===== src/design/assert_macros.svh =====
// Assertion macros shared by the steering core RTL.
// Expects clk and rst (active high) in the module that uses them.
`ifndef ASSERT_MACROS_SVH
`define ASSERT_MACROS_SVH

// Property checked on every clock edge outside reset.
`define HPDS_ASSERT(label, prop, msg) \
  label: assert property (@(posedge clk) disable iff (rst) (prop)) else $error(msg);

// Consequent checked in the cycle after the antecedent.
`define HPDS_ASSERT_NEXT(label, ante, cons, msg) \
  `HPDS_ASSERT(label, (ante) |=> (cons), msg)

`endif


===== src/design/hpds_pkg.sv =====
// Types, constants and the CORDIC angle table for the heading PD steering core.
// No dependencies; imported by the CORDIC cell and the top level.
`default_nettype none

package hpds_pkg;

  localparam int POS_BITS     = 24;
  localparam int CORDIC_STEPS = 16;

  localparam int STEP_W   = (CORDIC_STEPS > 1) ? $clog2(CORDIC_STEPS) : 1;
  localparam int DIFF_W   = POS_BITS + 1;
  localparam int SCALE_SH = 26;
  localparam int XY_W     = DIFF_W + SCALE_SH + 3;
  localparam int Z_W      = 26;
  localparam int BEAR_W   = 16;
  localparam int ERR_W    = 15;
  localparam int E0_W     = 17;

  localparam int HALF_TURN    = 11520;
  localparam int FULL_TURN    = 23040;
  localparam int STRENGTH_ONE = 4096;
  localparam int HALF_Q16     = 180 * 65536;
  localparam int ROUND_HALF   = 512;
  localparam int ROUND_SH     = 10;

  localparam int REM_MULT  = 93207;
  localparam int REM_SHIFT = 25;
  localparam int DEG_MOD   = 360;

  localparam int CFG_IDX_W  = 8;
  localparam int CFG_DATA_W = 16;

  localparam logic [CFG_IDX_W-1:0] REG_PROP_GAIN      = 8'd0;
  localparam logic [CFG_IDX_W-1:0] REG_DERIV_GAIN     = 8'd1;
  localparam logic [CFG_IDX_W-1:0] REG_STRENGTH_LIMIT = 8'd2;
  localparam logic [CFG_IDX_W-1:0] REG_DEADBAND       = 8'd3;

  typedef enum logic [1:0] {
    DIR_NONE  = 2'd0,
    DIR_LEFT  = 2'd1,
    DIR_RIGHT = 2'd2
  } dir_t;

  typedef struct packed {
    logic                   valid;
    logic signed [XY_W-1:0] x;
    logic signed [XY_W-1:0] y;
    logic signed [Z_W-1:0]  z;
  } cord_t;

  function automatic logic signed [Z_W-1:0] atan_angle(input int i);
    logic signed [Z_W-1:0] a;
    unique case (i)
      0:       a = 26'sd2949120;
      1:       a = 26'sd1740967;
      2:       a = 26'sd919879;
      3:       a = 26'sd466945;
      4:       a = 26'sd234379;
      5:       a = 26'sd117304;
      6:       a = 26'sd58666;
      7:       a = 26'sd29335;
      8:       a = 26'sd14668;
      9:       a = 26'sd7334;
      10:      a = 26'sd3667;
      11:      a = 26'sd1833;
      12:      a = 26'sd917;
      13:      a = 26'sd458;
      14:      a = 26'sd229;
      15:      a = 26'sd115;
      16:      a = 26'sd57;
      17:      a = 26'sd29;
      18:      a = 26'sd14;
      19:      a = 26'sd7;
      20:      a = 26'sd4;
      21:      a = 26'sd2;
      22:      a = 26'sd1;
      default: a = 26'sd0;
    endcase
    return a;
  endfunction

endpackage

`default_nettype wire


===== src/design/hpds_cordic_cell.sv =====
// One CORDIC vectoring step: rotate toward y = 0 and accumulate the angle.
// Depends on hpds_pkg for cord_t and the datapath widths.
`default_nettype none

module hpds_cordic_cell
  import hpds_pkg::*;
(
  input  wire logic                     clk,
  input  wire logic                     rst,
  input  wire logic [STEP_W-1:0]        step_idx,
  input  wire logic signed [Z_W-1:0]    angle,
  input  wire cord_t                    din,
  output cord_t                         dout
);

  logic signed [XY_W-1:0] xi, yi, xs, ys, nx, ny, x_r, y_r;
  logic signed [Z_W-1:0]  zi, nz, z_r;
  logic                   vld;

  assign xi = din.x;
  assign yi = din.y;
  assign zi = din.z;

  always_comb begin
    xs = xi >>> step_idx;
    ys = yi >>> step_idx;
    if (!yi[XY_W-1]) begin
      nx = xi + ys;
      ny = yi - xs;
      nz = zi + angle;
    end else begin
      nx = xi - ys;
      ny = yi + xs;
      nz = zi - angle;
    end
  end

  always_ff @(posedge clk) begin
    if (rst) begin
      vld <= 1'b0;
    end else begin
      vld <= din.valid;
    end
  end

  always_ff @(posedge clk) begin
    x_r <= nx;
    y_r <= ny;
    z_r <= nz;
  end

  assign dout = '{valid: vld, x: x_r, y: y_r, z: z_r};

endmodule

`default_nettype wire


===== config.mk =====
export PLATFORM = sky130hd
export DESIGN_NAME = hpds_cordic_cell
export DESIGN_NICKNAME = d
export VERILOG_FILES = /design/src/design/assert_macros.svh /design/src/design/hpds_pkg.sv /design/src/design/hpds_cordic_cell.sv
export SDC_FILE = /design/constraint.sdc
export NUM_CORES = 1
export LEC_CHECK = 0
export BUFFER_PORTS_ARGS = -buffer_cell sky130_fd_sc_hd__buf_2
export CORE_UTILIZATION = 54
export DETAILED_ROUTE_END_ITERATION = 12
export MAX_ROUTING_LAYER = met4
export PLACE_DENSITY = 0.77
export SLEW_MARGIN = 25
export SYNTH_ARGS = -nofsm -noshare
export SYNTH_HDL_FRONTEND = slang
export SYNTH_SLANG_ARGS = --single-unit

===== constraint.sdc =====
create_clock -name clk -period 9.6 [get_ports clk]
set_clock_uncertainty 0.2 [all_clocks]
set_input_delay 1.92 -clock clk [delete_from_list [all_inputs] [get_ports clk]]
set_output_delay 1.92 -clock clk [all_outputs]
set_load 0.1 [all_outputs]

# After elaboration in Yosys (flattened, before gate mapping)

Cells that the tools add are included.

Bits in registers: 135
Input port bits: 167
Output and inout port bits: 135
Logic and storage cells: 15

Add/subtract/negate cells: 6
Shift-type cells: 2
Multiplexer cells: 3

Operators with widths:

| kind           | number |
|---|---|
| $add 54x54->54 | 2 |
| $mux 54        | 2 |
| $sshr 54x4->54 | 2 |
| $sub 54x54->54 | 2 |
| $add 26x26->26 | 1 |
| $mux 26        | 1 |
| $sub 26x26->26 | 1 |

# Depth between registers and ports, before layout

Depth in word-level cells: 3
Mapped depth: 34
Mapped depth without buffers: 24

# Worst setup path after synthesis

No wires, ideal clock.

Kind: input-to-reg
Start: input step_idx[2]
End: register y_r[51]
Setup time: 0.118 ns
Arrival time: 8.489 ns
Data required time: 9.282 ns
Path slack: 0.794 ns
Stages on the path: 33
Buffers on the path: 12
Path through: buf_2 -> buf_4 -> buf_4 -> buf_2 -> buf_2 -> buf_2 -> buf_1 -> buf_1 -> buf_1 -> clkbuf_1 -> clkbuf_1 -> o21a_1 -> ha_1 -> inv_1 -> a211oi_2 -> nand4_1 -> nand2b_1 -> o21ai_0 -> nor2_1 -> a31oi_1 -> o221ai_1 -> ha_1 -> clkbuf_1 -> a211oi_1 -> o21ai_0 -> a31oi_1 -> nor2_1 -> a211oi_1 -> o21ai_0 -> o22a_1 -> a21oi_1 -> o21ai_0 -> o2111a_1

Word-level cells in the longest chain between the ends: 3
Elaborated cells on any way between the ends: 4
Those cells by class: add/sub (2); shift (1); mux (1)

RTL lines:

| what                                                    | line                                           | source |
|---|---|---|
| start, declared                                         | hpds_cordic_cell.sv:10                         | `input wire logic [STEP_W-1:0] step_idx,` |
| $sshr 54x4->54 *                                        | hpds_cordic_cell.sv:25                         | `xs = xi >>> step_idx;` |
| $sub 54x54->54 / $add 54x54->54 (equally long branches) | hpds_cordic_cell.sv:29, hpds_cordic_cell.sv:33 |  |
| $mux 54 *                                               | hpds_cordic_cell.sv:27                         | `if (!yi[XY_W-1]) begin` |
| named net ny[51]                                        | hpds_cordic_cell.sv:16                         | `logic signed [XY_W-1:0] xi, yi, xs, ys, nx, ny, x_r, y_r;` |
| end signal, assigned                                    | hpds_cordic_cell.sv:48                         | `y_r <= ny;` |
| end, declared                                           | hpds_cordic_cell.sv:16                         |  |

The timed path passes the listed nets; every way through them passes the cells marked *.
A chain may end at the register's enable or synchronous reset.

# Worst setup path after layout

Start: input step_idx[3]
End: register x_r[50]

Word-level cells in the longest chain between the ends: 3
Elaborated cells on any way between the ends: 4
Those cells by class: add/sub (2); shift (1); mux (1)

RTL lines:

| what                                                    | line                                           | source |
|---|---|---|
| $sshr 54x4->54 *                                        | hpds_cordic_cell.sv:26                         | `ys = yi >>> step_idx;` |
| $add 54x54->54 / $sub 54x54->54 (equally long branches) | hpds_cordic_cell.sv:28, hpds_cordic_cell.sv:32 |  |
| $mux 54 *                                               | hpds_cordic_cell.sv:27                         |  |
| named net nx[50]                                        | hpds_cordic_cell.sv:16                         |  |
| end signal, assigned                                    | hpds_cordic_cell.sv:47                         | `x_r <= nx;` |
| end, declared                                           | hpds_cordic_cell.sv:16                         |  |

Marks and branches as above.

==> metrics.cfg <==
[clock_tree]
cts.repair.resized = 0
cts_tree = yes
clockBufferDepth = 2
clockRootBuffer = clkbuf_16
htreeDepth = 4
cts.sinks = 135
path_clk_slew_ns = 0.08
cts_buffers = 17
cts_hold_buf = 0
cts_setup_buffers = 0

[final_layout]
syn2layout_area_growth_pct = 11.6
multiInputGateArea_um2 = 15500
n_fill_cell = 3026
drive_above_1_share_pct = 22.1
nNetsFinal = 2802
regArea_um2 = 2700

[synthesis]
synth-seq-area-share_pct = 14.2
syn_area_um2 = 19000
yosys-top-cells-area = mux4_2, dfxtp_1, ha_1
yosys.area.top_type = mux4_2
synth.ff_latch_count = 135
synth.top_cell.area_share_pct = 14.8
netlist_instances = 2282
synthArstFlopShare_pct = 0
synth_edf_count = 0
yosysWarnings = 0
synth_flop_cell = dfxtp_1
syn_nets = 2592
avgSynthCellArea_um2 = 8.34
synth_cell_types = 81

[timing]
finalSetupViolCount = 0
post-route-period-util_pct = 87.6
relSlewSlack_pct = 31.2
setup_tns_ns = 0
min_period_ns = 8.41
drv_slew = 0
fmax_ghz = 0.119
worstMarginPinSlew_ns = 1.02
grt_setup_unrepaired = no
final_hold_viol_count = 0

[placed_design]
io_buffers = 301
gp_congestion = 0.954
dp.final_hpwl_mm = 49.0

[detailed_routing]
wl_per_cell_um = 21.2
drtAntennaViolNets = 0
drt_pre_antenna_iters = 5
drtIter0Drc = 1934
drc_errors = 0
wirelength_mm = 62.7
avgViaCountPerCell = 6.50
num_vias = 19241

[critical_path]
crit_path_start_kind = input pin
crit_fanout = 113
worstSetupPathType = input pin to register
crit_arrival_ns = 8.59
critPathCaptureType = register
required_ns = 9.78

[min_path]
hold_class = input pin to register

[global_route]
top_usage_layer = met2
grt_pass1_vias = 18192
grt_max_degree = 114
track_usage_pct = 35.2
grtUsageMet3_pct = 7.19
antenna_found_initial = 1
met2_usage_pct = 52.6
grtUsageMet1_pct = 46.3
grt_overflow = 0
grt_pass1_wl_mm = 96.9

[floorplan]
row_count = 68
design.die.area_um2 = 36000
core_area_um2 = 34600
start_util_pct = 55.0
die_w_um = 190
die_h_um = 190
io_pins = 302

[power_and_ir_drop]
leakage_nw = 9.13
p_total_mw = 5.40
p_per_area_nw_per_um2 = 254
max-vdd-ir-drop_uv = 288

[job]
drv_cap = 0

[status]
status = finished clean

flip-flops by register name (all words and copies together), names as in the netlist:
| name | cells |
|---|---|
| z_r | 26 |
| x_r | 54 |
| vld | 1 |
| y_r | 54 |
area by class of cell:
type / instances / share of cell area (%)
clock inverter: 14 / 0.707
timing repair buffer: 317 / 7.81
inverter: 65 / 1.15
multi-input combinational: 1956 / 72.9
tap: 455 / 2.68
clock buffer: 17 / 2.00
sequential: 135 / 12.7
antenna: 2 / 0.0236
kinds of logic (layout without fill, tap and decap cells):
group	Yosys count	count (layout)	share of synthesized area, %
simple gates	648	648	16.3
mux	268	268	22.6
fa+ha+maj	143	143	9.52
xor+xnor	228	228	10.5
other cells	0	2	0
flops	135	135	14.2
buf+inv	191	413	4.47
compound gates	669	669	22.4
worst max-delay path, stage by stage:
cell and delay (ns):
buf_6 0.66, buf_4 0.67, nor2b_1 0.27, a22oi_1 0.14, a211o_1 0.33, a211oi_1 0.50, nand3_1 0.33, nor3b_1 0.26
nor2_1 0.07, xnor2_1 0.16, ha_1 0.43, nand4_1 0.15, or3_1 0.40, o21ai_0 0.54, o2111ai_1 0.25, nand3_1 0.22
a31oi_1 0.19, o31ai_1 0.59, mux2i_1 0.15, a221oi_1 0.21
power by group:
group / total (mW) / internal [mW] / switching (mW)
logic: 3.84 / 0.888 / 2.95
registers: 0.884 / 0.817 / 0.0663
clock network: 0.672 / 0.383 / 0.290
total: 5.40 / 2.09 / 3.31
layer usage:
layer  wire, um  up-vias  share of wire [%]
li1           -     9007                  -
met2      27200     1046                 43
met3       6490      167                 10
met4       2300        0                3.7
met1      26800     9021                 43
met5          0        -                  0
synthesized netlist by cell type (6+ instances only):
master / n
o311ai_0: 6
nor3b_1: 6
nand2b_1: 25
nor4_1: 8
and3_1: 23
or3_1: 10
dfxtp_1: 135
and4_1: 8
o21bai_1: 14
a31oi_1: 50
ha_1: 140
nand3_1: 39
xnor2_1: 151
a211oi_1: 31
nand3b_1: 6
mux2i_1: 99
a22oi_1: 6
buf_6: 12
a21o_1: 66
or2_2: 14
o21a_1: 31
buf_2: 23
o211ai_1: 24
mux4_2: 125
buf_1: 23
nor2_1: 174
nand4_1: 20
a21oi_1: 195
nand2_1: 195
xor2_1: 77
o21ai_0: 143
inv_1: 65
o31ai_1: 6
mux2_2: 44
and2_1: 24
a31o_2: 7
clkbuf_1: 64
o22ai_1: 8
o2111ai_1: 9
nor2b_1: 26
nor3_1: 56
cell usage in the layout, fill, tap and decap left out, types with 17 or more instances in the layout:
master / Yosys / routed
nand3_1: 39 / 39
nor2_1: 174 / 174
and3_1: 23 / 23
buf_4: 4 / 18
o21a_1: 31 / 31
and2_1: 24 / 24
a21o_1: 66 / 66
nor3_1: 56 / 56
nand2_1: 195 / 195
nand2b_1: 25 / 25
a21oi_1: 195 / 195
inv_1: 65 / 63
o21ai_0: 143 / 143
nand4_1: 20 / 20
a31oi_1: 50 / 50
nor2b_1: 26 / 26
xor2_1: 77 / 77
mux2i_1: 99 / 99
mux4_2: 125 / 125
dfxtp_1: 135 / 135
o211ai_1: 24 / 24
clkbuf_16: 0 / 17
buf_2: 23 / 296
mux2_2: 44 / 44
ha_1: 140 / 140
xnor2_1: 151 / 151
a211oi_1: 31 / 31
worst paths after layout:
path               startpoint  cells past startpoint       to  slack, ns
setup / recovery  step_idx[3]                     20  x_r[50]       1.19
hold / removal            rst                      2      vld       1.42
stage by stage:
step           worst slack (ns)  utilization, %  hold WS (ns)  cell area [um2]  instances
2_1_floorplan             0.794               -          1.79            19000       2282
3_3_place_gp               1.02            59.6          1.88            20700       2928
3_5_place_dp              0.906            59.6          1.89            20700       2928
4_1_cts                    1.38            61.3          1.41            21200       2959
5_1_grt                   0.878            61.3          1.43            21200       2960
6_report                   1.19            61.3          1.42            21200       2961
Power figures use the tool's default switching activity.
